[config.mk]
export PLATFORM = sky130hd
export DESIGN_NAME = escape_sequence_decoder
export DESIGN_NICKNAME = d
export VERILOG_FILES = /design/src/esd_pkg.sv /design/src/escape_sequence_decoder.sv
export SDC_FILE = /design/constraint.sdc
export NUM_CORES = 1
export LEC_CHECK = 0
export BUFFER_PORTS_ARGS = -buffer_cell sky130_fd_sc_hd__buf_2
export CORE_MARGIN = 3
export CORE_UTILIZATION = 25
export CTS_BUF_LIST = sky130_fd_sc_hd__clkbuf_8
export DETAILED_ROUTE_END_ITERATION = 12
export GPL_TIMING_DRIVEN = 1
export MAX_ROUTING_LAYER = met4
export SYNTH_ARGS = -nofsm -noshare
export SYNTH_HDL_FRONTEND = slang
export SYNTH_SLANG_ARGS = --single-unit
[constraint.sdc]
create_clock -name clk -period 5.3 [get_ports clk]
set_input_delay 0.53 -clock clk [delete_from_list [all_inputs] [get_ports clk]]
set_output_delay 0.53 -clock clk [all_outputs]
set_load 0.02 [all_outputs]
[src/esd_pkg.sv]
`default_nettype none

package esd_pkg;

  // field widths
  localparam int unsigned CODE_W         = 21;
  localparam int unsigned CHAR_W         = 32;
  localparam int unsigned LENGTH_W       = 21;
  localparam int unsigned CAPACITY_W     = 20;
  localparam int unsigned DIGITS_W       = 4;
  localparam int unsigned COUNT_W_DEFAULT = 21;

  localparam logic [CAPACITY_W-1:0] CAPACITY_RESET = CAPACITY_W'(1024);

  // character codes
  localparam logic [CODE_W-1:0] ASCII_MAX    = CODE_W'(8'h7f);
  localparam logic [CODE_W-1:0] CH_BACKSLASH = CODE_W'(8'h5c);
  localparam logic [CODE_W-1:0] CH_SQUOTE    = CODE_W'(8'h27);
  localparam logic [CODE_W-1:0] CH_DQUOTE    = CODE_W'(8'h22);
  localparam logic [CODE_W-1:0] CH_QUESTION  = CODE_W'(8'h3f);
  localparam logic [CODE_W-1:0] CH_LOWER_A   = CODE_W'(8'h61);
  localparam logic [CODE_W-1:0] CH_LOWER_B   = CODE_W'(8'h62);
  localparam logic [CODE_W-1:0] CH_LOWER_F   = CODE_W'(8'h66);
  localparam logic [CODE_W-1:0] CH_LOWER_N   = CODE_W'(8'h6e);
  localparam logic [CODE_W-1:0] CH_LOWER_R   = CODE_W'(8'h72);
  localparam logic [CODE_W-1:0] CH_LOWER_T   = CODE_W'(8'h74);
  localparam logic [CODE_W-1:0] CH_LOWER_V   = CODE_W'(8'h76);
  localparam logic [CODE_W-1:0] CH_LOWER_X   = CODE_W'(8'h78);
  localparam logic [CODE_W-1:0] CH_LOWER_U   = CODE_W'(8'h75);
  localparam logic [CODE_W-1:0] CH_UPPER_U   = CODE_W'(8'h55);
  localparam logic [CODE_W-1:0] CH_DIGIT_0   = CODE_W'(8'h30);
  localparam logic [CODE_W-1:0] CH_DIGIT_9   = CODE_W'(8'h39);
  localparam logic [CODE_W-1:0] CH_UPPER_A   = CODE_W'(8'h41);
  localparam logic [CODE_W-1:0] CH_UPPER_F   = CODE_W'(8'h46);

  // values the simple escapes stand for
  localparam logic [CHAR_W-1:0] VAL_BELL      = CHAR_W'(7);
  localparam logic [CHAR_W-1:0] VAL_BACKSPACE = CHAR_W'(8);
  localparam logic [CHAR_W-1:0] VAL_TAB       = CHAR_W'(9);
  localparam logic [CHAR_W-1:0] VAL_NEWLINE   = CHAR_W'(10);
  localparam logic [CHAR_W-1:0] VAL_VTAB      = CHAR_W'(11);
  localparam logic [CHAR_W-1:0] VAL_FORMFEED  = CHAR_W'(12);
  localparam logic [CHAR_W-1:0] VAL_RETURN    = CHAR_W'(13);

  localparam logic [DIGITS_W-1:0] DIGITS_X       = DIGITS_W'(2);
  localparam logic [DIGITS_W-1:0] DIGITS_U_SHORT = DIGITS_W'(4);
  localparam logic [DIGITS_W-1:0] DIGITS_U_LONG  = DIGITS_W'(8);
  localparam logic [3:0]          HEX_LETTER_OFFSET = 4'd10;

  typedef enum logic [1:0] {
    PHASE_PLAIN  = 2'd0,
    PHASE_ESCAPE = 2'd1,
    PHASE_HEX    = 2'd2
  } phase_t;

  typedef enum logic [1:0] {
    STATUS_OK             = 2'd0,
    STATUS_UNKNOWN_ESCAPE = 2'd1,
    STATUS_NO_STORAGE     = 2'd2
  } status_t;

  typedef struct packed {
    logic [CODE_W-1:0] code_point;
    logic              last_char;
  } char_word_t;

  typedef struct packed {
    logic [CHAR_W-1:0]   out_char;
    logic                out_valid;
    logic                string_done;
    status_t             status;
    logic [LENGTH_W-1:0] total_length;
  } result_word_t;

  // value of one hex digit, zero for anything that is not one
  function automatic logic [3:0] hex_value(input logic [CODE_W-1:0] c);
    logic [3:0] v;
    v = 4'd0;
    if (c inside {[CH_DIGIT_0:CH_DIGIT_9]}) begin
      v = 4'(c - CH_DIGIT_0);
    end else if (c inside {[CH_UPPER_A:CH_UPPER_F]}) begin
      v = 4'(c - CH_UPPER_A) + HEX_LETTER_OFFSET;
    end else if (c inside {[CH_LOWER_A:CH_LOWER_F]}) begin
      v = 4'(c - CH_LOWER_A) + HEX_LETTER_OFFSET;
    end
    return v;
  endfunction

endpackage

`default_nettype wire

[src/escape_sequence_decoder.sv]
`default_nettype none

// channel  direction  handshake                 word
// char     in         char_valid / char_ready   char_word     (code_point, last_char)
// result   out        result_valid / result_ready  result_word (one per char word)
// cfg      in         cfg_valid / cfg_ready     cfg_data      (max_out_length)
//
// one char word a cycle while char_ready is high; each result is registered on the edge that accepts its char word
// the escape state update and the result are computed in a single pass per word
// a new char word is taken when no result is held, or while the held result is being taken on the same edge
// rst (synchronous) clears the escape state and sets the capacity to 1024
// cfg_ready is always high

module escape_sequence_decoder #(
  parameter int unsigned COUNT_WIDTH = esd_pkg::COUNT_W_DEFAULT
) (
  input  wire                               clk,
  input  wire                               rst,
  input  wire                               char_valid,
  output logic                              char_ready,
  input  wire esd_pkg::char_word_t          char_word,
  output logic                              result_valid,
  input  wire                               result_ready,
  output esd_pkg::result_word_t             result_word,
  input  wire                               cfg_valid,
  output logic                              cfg_ready,
  input  wire [esd_pkg::CAPACITY_W-1:0]     cfg_data
);

  import esd_pkg::*;

  // width for the end-of-string capacity compare
  localparam int unsigned CMP_W = (COUNT_WIDTH > CAPACITY_W) ? COUNT_WIDTH : CAPACITY_W;

  // string state
  phase_t                  phase, phase_next;
  logic [DIGITS_W-1:0]     digits_left, digits_left_next;
  logic [CHAR_W-1:0]       accumulator, accumulator_next;
  logic [COUNT_WIDTH-1:0]  count, count_next;
  logic                    error_seen, error_seen_next;

  logic [CAPACITY_W-1:0]   max_out_length;

  result_word_t            result_next;
  logic                    accept;
  logic                    emit;
  logic [CHAR_W-1:0]       ch;
  logic [CODE_W-1:0]       c;

  // the result register frees up when empty or being taken
  assign char_ready = !result_valid || result_ready;
  assign accept     = char_valid && char_ready;
  assign cfg_ready  = 1'b1;
  assign c          = char_word.code_point;

  always_comb begin
    phase_next       = phase;
    digits_left_next = digits_left;
    accumulator_next = accumulator;
    error_seen_next  = error_seen;
    emit             = 1'b0;
    ch               = '0;

    if (!error_seen) begin
      if ((phase == PHASE_ESCAPE || phase == PHASE_HEX) && c > ASCII_MAX) begin
        // non-ascii inside an escape
        error_seen_next = 1'b1;
      end else begin
        case (phase)
          PHASE_ESCAPE: begin
            phase_next = PHASE_PLAIN;
            emit       = 1'b1;
            case (c)
              CH_BACKSLASH, CH_SQUOTE, CH_DQUOTE, CH_QUESTION: ch = CHAR_W'(c);
              CH_LOWER_A: ch = VAL_BELL;
              CH_LOWER_B: ch = VAL_BACKSPACE;
              CH_LOWER_F: ch = VAL_FORMFEED;
              CH_LOWER_N: ch = VAL_NEWLINE;
              CH_LOWER_R: ch = VAL_RETURN;
              CH_LOWER_T: ch = VAL_TAB;
              CH_LOWER_V: ch = VAL_VTAB;
              CH_LOWER_X, CH_LOWER_U, CH_UPPER_U: begin
                emit             = 1'b0;
                phase_next       = PHASE_HEX;
                accumulator_next = '0;
                digits_left_next = (c == CH_LOWER_X) ? DIGITS_X :
                                   (c == CH_LOWER_U) ? DIGITS_U_SHORT : DIGITS_U_LONG;
              end
              default: begin
                // unknown escape letter
                emit            = 1'b0;
                error_seen_next = 1'b1;
              end
            endcase
          end
          PHASE_HEX: begin
            // a bad digit still takes a position, as zero; wraps at 32 bits
            accumulator_next = {accumulator[CHAR_W-5:0], hex_value(c)};
            if (digits_left != '0) begin
              digits_left_next = digits_left - DIGITS_W'(1);
            end
            if (digits_left_next == '0) begin
              phase_next = PHASE_PLAIN;
              ch         = accumulator_next;
              emit       = 1'b1;
            end
          end
          default: begin
            // plain text
            phase_next = PHASE_PLAIN;
            if (c == CH_BACKSLASH) begin
              phase_next = PHASE_ESCAPE;
            end else begin
              ch   = CHAR_W'(c);
              emit = 1'b1;
            end
          end
        endcase
      end
    end

    // saturating character count
    count_next = count;
    if (emit && count != '1) begin
      count_next = count + COUNT_WIDTH'(1);
    end

    result_next.out_char     = emit ? ch : '0;
    result_next.out_valid    = emit;
    result_next.string_done  = char_word.last_char;
    result_next.status       = STATUS_OK;
    result_next.total_length = '0;

    if (char_word.last_char) begin
      if (error_seen_next) begin
        result_next.status = STATUS_UNKNOWN_ESCAPE;
      end else if (CMP_W'(count_next) < CMP_W'(max_out_length)) begin
        result_next.total_length = LENGTH_W'(count_next);
      end else begin
        result_next.status = STATUS_NO_STORAGE;
      end
      // back to a clean state for the next string; an open escape is dropped
      phase_next       = PHASE_PLAIN;
      digits_left_next = '0;
      accumulator_next = '0;
      count_next       = '0;
      error_seen_next  = 1'b0;
    end
  end

  always_ff @(posedge clk) begin
    if (rst) begin
      phase       <= PHASE_PLAIN;
      digits_left <= '0;
      accumulator <= '0;
      count       <= '0;
      error_seen  <= 1'b0;
    end else if (accept) begin
      phase       <= phase_next;
      digits_left <= digits_left_next;
      accumulator <= accumulator_next;
      count       <= count_next;
      error_seen  <= error_seen_next;
    end
  end

  // capacity register
  always_ff @(posedge clk) begin
    if (rst) begin
      max_out_length <= CAPACITY_RESET;
    end else if (cfg_valid && cfg_ready) begin
      max_out_length <= cfg_data;
    end
  end

  // result register
  always_ff @(posedge clk) begin
    if (rst) begin
      result_valid <= 1'b0;
    end else if (accept) begin
      result_valid <= 1'b1;
    end else if (result_ready) begin
      result_valid <= 1'b0;
    end
  end

  always_ff @(posedge clk) begin
    if (accept) begin
      result_word <= result_next;
    end
  end

endmodule

`default_nettype wire
# ---- Yosys cells after proc, flatten, opt, wreduce, memory -nomap -nowiden
# Cells that the tools add are included.
dict set report totals {
  register_bits 134
  latch_bits 0
  mem_bits_rw 0
  mem_bits_ro 0
  input_bits 47
  out_inout_bits 60
  elab_cells 121
  mem_count 0
}
dict set report op_classes {
  add_sub_neg 7
  multipliers 0
  n_div 0
  magnitude_cmp 8
  n_eq_ne 21
  shift 0
  muxes 47
  n_bitwise 3
  n_reduce_logical 22
}
# op n
set op_table {}
lappend op_table {{21-bit by 7-bit equality test with 1-bit output, second input constant} 11}
lappend op_table {{21-bit case mux with 8 select lines} 1}
lappend op_table {{28-bit two-way mux} 4}
lappend op_table {{32-bit case mux with 2 select lines} 1}
lappend op_table {{21-bit by 6-bit equality test with 1-bit output, second input constant} 3}
lappend op_table {{21-bit two-way mux} 3}
lappend op_table {{28-bit case mux with 2 select lines} 1}
lappend op_table {{4-bit two-way mux} 13}
lappend op_table {{21-bit by 7-bit >= comparator with 1-bit output, second input constant} 2}
lappend op_table {{21-bit by 7-bit less-or-equal comparator with 1-bit output, second input constant} 2}
lappend op_table {{32-bit two-way mux} 1}
lappend op_table {{21-bit by 1-bit adder with 21-bit output, second input constant} 1}
lappend op_table {{21-bit by 6-bit >= comparator with 1-bit output, second input constant} 1}
lappend op_table {{21-bit by 7-bit > comparator with 1-bit output, second input constant} 1}
lappend op_table {{21-bit by 6-bit less-or-equal comparator with 1-bit output, second input constant} 1}
lappend op_table {{21-bit by 20-bit < comparator with 1-bit output} 1}
lappend op_table {{21-bit inequality test, second input constant} 1}
lappend op_table {{4-bit by 1-bit subtractor with 4-bit output, second input constant} 4}
lappend op_table {{1-bit two-way mux} 14}
lappend op_table {{14-bit OR reduction} 1}
lappend op_table {{2-bit two-way mux} 6}
lappend op_table {{11-bit OR reduction} 1}
lappend op_table {{3-bit OR reduction} 3}
lappend op_table {{4-bit adder, second input constant} 2}
lappend op_table {{other kinds (19)} 29}

# ---- Longest topological paths before layout
# Gate-level depths: netlist of run 1.
dict set report logic_depth {
  depth_word 15
  mapped_depth 21
  mapped_depth_nobuf 18
}

# ---- Worst setup path after synthesis of run 1
# No wires, ideal clock.
dict set report synth_path {
  path_kind {register to register}
  from {reg digits_left[0]}
  to {reg result_word[13] (netlist name), data pin}
  setup_ns 0.257
  arrival_time_ns 4.220
  t_required_ns 5.043
  path_slack_ns 0.823
  path_stages_with_launch 20
  n_path_buf 3
  period_less_slack_ns 4.477
  path_cell_list {dfxtp_1 > inv_1 > ha_1 > xnor2_1 > or3b_1 > a31o_1 > a211o_1 > buf_6 > a211oi_4 > buf_6 > nand3_1 > xnor2_2 > ha_1 > nand4_1 > or2_2 > a2111oi_0 > o211ai_2 > nand2_2 > buf_2 > nor2b_1}
}
dict set report synth_via {
  elab_chain_cells 15
  word_cells_on_any_way 16
  classes_between {1 x add/sub; 1 x order compare; 9 x mux; 1 x bitwise; 4 x reduce/logical}
}
# item line_no
set synth_lines {}
lappend synth_lines {{start, declared} escape_sequence_decoder.sv:37} ;# logic [DIGITS_W-1:0] digits_left, digits_left_next;
lappend synth_lines {{start signal, assigned} escape_sequence_decoder.sv:160} ;# digits_left <= digits_left_next;
lappend synth_lines {{4-bit by 1-bit subtractor with 4-bit output / 4-bit nonzero test (equally long branches)} {escape_sequence_decoder.sv:100, escape_sequence_decoder.sv:99}}
lappend synth_lines {{4-bit two-way mux (*)} escape_sequence_decoder.sv:99} ;# if (digits_left != '0) begin
lappend synth_lines {{4-bit two-way mux (*)} escape_sequence_decoder.sv:69} ;# case (phase)
lappend synth_lines {{4-bit two-way mux (*)} escape_sequence_decoder.sv:65} ;# if ((phase == PHASE_ESCAPE || phase == PHASE_HEX) && c > ASCII_MAX) begin
lappend synth_lines {{4-bit two-way mux (*)} escape_sequence_decoder.sv:64} ;# if (!error_seen) begin
lappend synth_lines {{4-bit zero test (*)} escape_sequence_decoder.sv:102} ;# if (digits_left_next == '0) begin
lappend synth_lines {{1-bit two-way mux (*)} escape_sequence_decoder.sv:102}
lappend synth_lines {{1-bit case mux with 2 select lines (*)} escape_sequence_decoder.sv:69}
lappend synth_lines {{1-bit two-way mux (*)} escape_sequence_decoder.sv:65}
lappend synth_lines {{1-bit two-way mux (*)} escape_sequence_decoder.sv:64}
lappend synth_lines {{1-bit logical AND (*)} escape_sequence_decoder.sv:124} ;# if (emit && count != '1) begin
lappend synth_lines {{21-bit two-way mux (*)} escape_sequence_decoder.sv:124}
lappend synth_lines {{21-bit by 20-bit < comparator with 1-bit output} escape_sequence_decoder.sv:137} ;# end else if (CMP_W'(count_next) < CMP_W'(max_out_length)) begin
lappend synth_lines {{1-bit NOT (no line)} n/a}
lappend synth_lines {{3-bit OR reduction (no line)} n/a}
lappend synth_lines {{end signal, assigned} escape_sequence_decoder.sv:189} ;# result_word <= result_next;
lappend synth_lines {{end, declared} escape_sequence_decoder.sv:24} ;# output esd_pkg::result_word_t result_word,
# Every way passes the cells marked *; elsewhere a longest branch is shown, timed or not. The select of a mux whose other input is x is not followed.
# A chain may end at the register's enable or synchronous reset.

# ---- Final worst setup path of run 1
dict set report layout_path {
  from {reg digits_left[0]}
  to {reg result_word[12] (netlist name), data pin}
}
# Same word-level chain as after synthesis.

==> results of run 1 <==
-- cells in the final DEF, fill, tap and decap left out, types with 4 or more instances in the layout --
cell	netlist	layout
edfxtp_1	57	57
o21ai_0	29	28
xnor2_1	11	11
nor2_1	65	65
nor2b_1	20	20
nand2b_1	4	4
buf_2	10	105
and3_1	39	39
a21o_1	9	9
ha_1	27	27
a31oi_1	11	11
nand3_1	43	43
mux2i_1	21	21
and2_1	6	6
a41oi_1	4	4
a22oi_1	4	4
buf_4	1	17
bufinv_16	0	4
a22o_1	4	4
or3_1	7	7
a211oi_1	4	4
inv_1	40	41
nor3_1	7	6
clkbuf_8	0	18
xor2_1	9	9
nand2_1	59	59
and4_1	4	4
nand4_1	22	22
xnor2_2	4	4
a21oi_1	74	74
dfxtp_1	77	77
clkinv_2	0	4
-- what timing repair did --
| action | in CTS | in global routing |
|---|---|---|
| buffers inserted | 0 | 0 |
| endpoints found under the setup margin | 0 | 18 |
| gates resized for setup | 0 | 2 |
-- critical path, cell delays in order, from the launching register on --
cell	delay (ns)
dfxtp_1	0.43
inv_1	0.09
ha_1	0.26
xnor2_1	0.18
or3b_1	0.36
a31o_1	0.26
a211o_1	0.39
a211oi_4	0.38
buf_4	0.22
nand3_1	0.15
xnor2_2	0.18
ha_1	0.28
nand4_1	0.06
or2_2	0.32
a2111oi_1	0.44
o211ai_2	0.22
nand2_4	0.23
nor2b_1	0.08
-- metrics by stage --
step	hold WS, ns	worst slack, ns
final	0.3096	0.5116
after global routing	0.3051	0.07734
after floorplan	0.4274	0.8226
after detailed placement	0.4446	0.1091
after global placement	0.4367	0.1876
after CTS	0.2875	0.2971
-- power by group through the flow --
stage	registers, uW	clock network [uW]	logic, uW
CTS	1130	971	215
detailed placement	1150	0	214
finish	1120	946	214
floorplan	1180	0	105
global placement	1150	0	213
global route	1130	1020	235
-- state kept, by name, indices dropped and copies added, names as in the netlist --
| name | count |
|---|---|
| error_seen | 1 |
| count | 21 |
| phase | 2 |
| max_out_length | 20 |
| result_valid | 1 |
| result_word | 57 |
| digits_left | 4 |
| accumulator | 28 |
-- logic make-up after synthesis --
group,after synthesis,synth area share (%)
other,2,0.1036
multiplexers,23,3.210
flip-flops,134,44.87
adder cells (fa/ha/maj),27,4.660
buffers and inverters,92,5.368
XOR/XNOR,24,3.314
AND/OR/NAND/NOR,308,22.92
AO/OA/AOI/OAI,173,15.55
-- worst min path at each step --
stage	endpoint	slack [ns]	depth (start not counted)
after floorplan	accumulator[24]$_SDFFE_PP0P_	0.43	2
after CTS	max_out_length[11]$_SDFFE_PP0P_	0.29	3
after global routing	max_out_length[17]$_SDFFE_PP0P_	0.31	3
after global placement	accumulator[27]$_SDFFE_PP0P_	0.44	2
after detailed placement	accumulator[24]$_SDFFE_PP0P_	0.44	2
final	max_out_length[11]$_SDFFE_PP0P_	0.31	3
-- per-layer routing --
metal,routed length (um),vias up,track usage (%)
met5,0,-,-
met2,9262,168,20.19
li1,-,3007,-
met4,182,0,2.474
met3,1241,19,3.527
met1,9161,2875,17.05
-- final cells by class --
type                            instances  area share [%]
Multi-Input combinational cell        557           42.18
Timing Repair Buffer                  122           7.605
Antenna cell                            1         0.02914
Sequential cell                       134           37.88
Clock buffer                           18           2.885
Inverter                               41           1.792
Clock inverter                         14           2.127
Tap cell                              378           5.507
==> impl_metrics.toml, run 1 <==
[run_status]
result_of_the_run = "completed"

[clocking]
worstSkewPairLatency_ns = 0.46
cts_buffers = 17
cts_buffer_depth = 2
root_buffer = "clkbuf_8"
cts_hold_buffers = 0
tritoncts = "yes"
clock_slew_at_the_register_clock_pins_of_the_worst_setup_and_hold_paths_ns = 0.08
clock_tree.htree_level_count = 4
clock-sinks = 134

[setup_path]
worst_setup_path_endpoint = "result_word[12]$_SDFFCE_PP0P_"
setup.reg_to_reg.worst_slack_ns = 0.51
end_kind = "flop"
r2r_cells = 17
cp-start-kind = "flop"
critical_path_required_ns = 5.50
rr_endpoint = "result_word[12]$_SDFFCE_PP0P_"
worstPathArrival_ns = 4.98
crit_path_max_fanout = 18
rr_startpoint = "digits_left[0]$_SDFFE_PP0P_"
criticalPathCategory = "reg -> reg"
critical_path.startpoint = "digits_left[0]$_SDFFE_PP0P_"

[min_path]
worst_hold_startpoint = "cfg_data[11]"
worst_hold_path_type = "in -> reg"

[global_route]
number_of_antenna_violations_at_the_first_check_in_global_routing = 1
wire_length_of_the_first_global_routing_pass_mm = 31.33
grt_overflow_total = 0
gr-usage-all-layers_pct = 12.95
grt_start_max_net_pins = 47
grt_pass1_vias = 5754

[detailed_routing]
avgRoutedWirePerCell_um = 15.69
vias = 6069
drt_first_iter_violations = 439
routed_wl_mm = 19.85
detail-route-antenna-nets = 0
vias_per_cell = 4.798
route.detailed.drc = 0
detail_route.first_pass.iterations = 5

[cells_and_area]
final_layout_size_suffix_gt1_share_pct = 20.99
postLayoutCellArea_um2 = 8588
area_growth_pct = 18.47
multiInputGateArea_um2 = 3622
nFillCells = 2960
design.final.nets = 947
postLayoutCoreUtil_pct = 30.49
cell_count_final_fillers_out = 1265
ff_latch_area_um2 = 3253

[power_and_ir_drop]
finalPower_uw = 2285
p_comb_share_pct = 9.3
power.share.sequential_pct = 49.2
power_density_nw_per_um2 = 266.0
power.share.switching_pct = 25.52
clockPowerShare_pct = 41.4
net-switching-power_uw = 583.0
power.leakage_uw = 0.003484
intPower_uw = 1702
worst_ir_drop_vdd_v = 0.0001769

[sta]
setup_tns_ns = 0
timing_worst_slew_pin_value_ns = 0.9835
max_clock_freq_ghz = 0.2088
skew_ns = 0.01643
setup_violations = 0
report.final.hold_viol_count = 0
slew_viol_final = 0
period_utilization_post_route_pct = 90.35
slew-limit-headroom_pct = 34.19
timing.final.crit_period_ns = 4.788
setup_repair_after_global_routing_missed_its_margin = "no"

[yosys]
synth-edff-count = 57
post_synth_top_cells = "77 x dfxtp_1, 74 x a21oi_1, 65 x nor2_1, 59 x nand2_1, 57 x edfxtp_1"
synth_async_sr_flop_share_pct = 0
cell_accounting_for_the_most_synthesized_area = "edfxtp_1"
synth_cells = 783
post_synth_instance_area_um2 = 7249
seq_area_frac_synth_pct = 44.87
avgSynthCellArea_um2 = 9.259
synthDistinctLibCells = 80
synth_nets = 857
top_flip_flop_cell_by_instance_count_after_synthesis = "dfxtp_1"
synth.top_cells.by_area = "edfxtp_1 24%, dfxtp_1 21%, a21oi_1 5.1%, ha_1 4.7%, and3_1 3.4%"
yosys_warnings = 0
synth_top_area_share_pct = 23.61
ffs_latches_synth = 134
yosys.cell_count.top_type = "dfxtp_1"

[placed_design]
place_area_um2 = 8149
hpwl_mm = 14.37
number_of_cells_in_the_design_after_placement = 1232
routabilityCongestion = 0.9087
io_buf_count = 105

[job]
maxCapViolations = 0

[floorplan]
core-area_um2 = 28160
floorplan.initialDensity_pct = 25.74
fp.dieW_um = 176.3
floorplan.die_area_um2 = 31080
row_count = 61
chipHeight_um = 176.3
io-pin-count = 107
Note: power is estimated with default switching activity, not from simulation.
==> run 2: changes to the inputs <==
--- a/config.mk
+++ b/config.mk
@@ -7,3 +7,3 @@
 export LEC_CHECK = 0
-export BUFFER_PORTS_ARGS = -buffer_cell sky130_fd_sc_hd__buf_2
+export BUFFER_PORTS_ARGS = -buffer_cell sky130_fd_sc_hd__clkbuf_2
 export CORE_MARGIN = 3
==> constraint.sdc (replaced) <==
create_clock -name clk -period 5.3 [get_ports clk]
set_input_delay 0 -clock clk [delete_from_list [all_inputs] [get_ports clk]]
set_output_delay 0 -clock clk [all_outputs]
set_load 0.02 [all_outputs]
==> run 2 against run 1 <==
Worst hold slack got worse by 0.27 ns. Sequential share of layout area down 1.4 points. Clock skew rose by 0.0020 ns. Final area is 3.7% higher. Count of clock-buffer cells in the layout down 1. Register-to-register slack got worse by 0.12 ns. Setup slack lost 0.12 ns. Via count up 3.7%. Global-route usage grew 0.62 points. Total power fell by 1.1%. Critical endpoint is now result_word[13]$_SDFFCE_PP0P_. Largest power group unchanged.
==> impl_metrics.toml, run 2 (same netlist as run 1, synthesis figures left out) <==
[run_status]
result_of_the_run = "completed"

[floorplan]
chipHeight_um = 176.3
fp.dieW_um = 176.3
core-area_um2 = 28160
floorplan.die_area_um2 = 31080
floorplan.initialDensity_pct = 25.74
io-pin-count = 107
row_count = 61

[clocking]
clock_tree.htree_level_count = 4
cts_buffers = 17
clock_slew_at_the_register_clock_pins_of_the_worst_setup_and_hold_paths_ns = 0.08
worstSkewPairLatency_ns = 0.47
tritoncts = "yes"
cts_buffer_depth = 2
root_buffer = "clkbuf_8"
clock-sinks = 134
cts_setup_buffers = 0

[detailed_routing]
vias = 6293
avgRoutedWirePerCell_um = 15.75
routed_wl_mm = 20.47
drt_first_iter_violations = 432
route.detailed.drc = 0
vias_per_cell = 4.844
detail-route-antenna-nets = 0
detail_route.first_pass.iterations = 5

[cells_and_area]
multiInputGateArea_um2 = 3621
largest_register_ffs = 57
antennaDiodeCount = 0
most_common_cell_after_layout_fill_and_taps_aside = "clkbuf_2"
area_growth_pct = 22.90
design.final.nets = 982
nFillCells = 2954
final_layout_size_suffix_gt1_share_pct = 19.65
largest_register = "result_word"
layout.cells.most_common_list = "105 x clkbuf_2, 77 x dfxtp_1, 74 x a21oi_1, 65 x nor2_1, 59 x nand2_1"
ff_latch_area_um2 = 3253
postLayoutCoreUtil_pct = 31.64
reg_top3 = "result_word: 57 flops, accumulator: 28 flops, count: 21 flops"

[placed_design]
routabilityCongestion = 0.8975
io_buf_count = 105
hpwl_mm = 14.31

[setup_path]
critical_path_required_ns = 5.50
critical_path.startpoint = "digits_left[0]$_SDFFE_PP0P_"
setup.reg_to_reg.worst_slack_ns = 0.39
rr_endpoint = "result_word[13]$_SDFFCE_PP0P_"
cp-start-kind = "flop"
crit_path_max_fanout = 18
rr_startpoint = "digits_left[0]$_SDFFE_PP0P_"
criticalPathCategory = "reg -> reg"
worst_setup_path_endpoint = "result_word[13]$_SDFFCE_PP0P_"
r2r_cells = 16
worstPathArrival_ns = 5.11
end_kind = "flop"

[global_route]
gr-usage-met1_pct = 17.21
grt_overflow_total = 0
grt_start_max_net_pins = 63
gr-usage-all-layers_pct = 13.58
number_of_antenna_violations_at_the_first_check_in_global_routing = 0
wire_length_of_the_first_global_routing_pass_mm = 32.66
grt_use_met3_pct = 3.699
grt_pass1_vias = 6228
globalRouteMet2Util_pct = 21.72
globalRoute.busiestLayer = "met2"

[power_and_ir_drop]
net-switching-power_uw = 603.1
power.share.sequential_pct = 49.8
worst_ir_drop_vdd_v = 0.0001292
intPower_uw = 1657
clockPowerShare_pct = 39.9
p_comb_share_pct = 10.3
power.leakage_uw = 0.003637
power_density_nw_per_um2 = 253.6
power.share.switching_pct = 26.69

[sta]
setup_violations = 0
slew-limit-headroom_pct = 37.84
slew_viol_final = 0
worst_hold_slack_ns = 0.03519
skew_ns = 0.01844
timing.final.crit_period_ns = 4.912
report.final.hold_viol_count = 0
max_clock_freq_ghz = 0.2036
setup_repair_after_global_routing_missed_its_margin = "no"
period_utilization_post_route_pct = 92.68
timing_worst_slew_pin_value_ns = 0.9273
setup_tns_ns = 0

[min_path]
worst_hold_path_type = "in -> reg"
worst_hold_startpoint = "char_word[2]"

[job]
maxCapViolations = 0
[run 2: worst min path at each step]
| stage | to | cells past startpoint |
|---|---|---|
| after floorplan | result_word[23]$_DFFE_PP_ | 0 |
| after global placement | result_valid$_SDFFE_PP0P_ | 3 |
| after detailed placement | max_out_length[15]$_SDFFE_PP0P_ | 3 |
| after CTS | result_word[26]$_SDFFCE_PP0P_ | 3 |
| after global routing | result_word[26]$_SDFFCE_PP0P_ | 3 |
| final | result_word[26]$_SDFFCE_PP0P_ | 3 |
[run 2: metrics by stage]
step | setup slack (ns) | cell area, um2 | instances | total power [uW]
finish | 0.3881 | 8910 | 1299 | 2260
global route | 0.04113 | 8910 | 1299 | 2359
CTS | 0.2759 | 8905 | 1299 | 2287
detailed placement | 0.3336 | 8134 | 1230 | 1361
global placement | 0.5748 | 8134 | 1230 | 1360
floorplan | 0.8226 | 7249 | 783 | 1281
[run 2: final cells by class]
cell class	instances	share of cell area (%)
multi-input cells	557	40.64
flip-flops and latches	134	36.51
repair buffers	157	11.32
well taps	378	5.308
clock buffers	17	2.626
clock inverters	15	1.868
inverters	41	1.727
[run 2: critical path: stages (launching register included)]
cell and delay [ns]:
dfxtp_1 0.47, inv_1 0.10, ha_1 0.26, xnor2_1 0.17
or3b_1 0.36, a31o_1 0.26, a211o_1 0.38, a211oi_4 0.41
and3_1 0.28, xnor2_1 0.10, ha_1 0.30, nand3_1 0.09
or2_2 0.34, a2111oi_0 0.55, o211ai_2 0.26, nand2_4 0.25
nor2b_1 0.07
[run 2: what timing repair did]
action	4_1_cts	5_1_grt
setup endpoints to repair	0	18
endpoints found under the hold margin	36	0
hold buffers	37	0
gates resized for setup	0	1
[run 2: power groups by stage]
stage	Sequential, uW	Clock (uW)	Combinational (uW)
detailed placement	1150	0	212
floorplan	1180	0	105
finish	1130	901	232
CTS	1130	926	234
global route	1130	974	255
global placement	1150	0	211
[run 2: layer usage]
metal | part of all wire [%] | routed length [um] | vias up
met5 | 0 | 0 | -
met4 | 1.3 | 266 | 0
met3 | 5.9 | 1210 | 26
met2 | 47 | 9552 | 192
met1 | 46 | 9435 | 3003
li1 | - | - | 3072
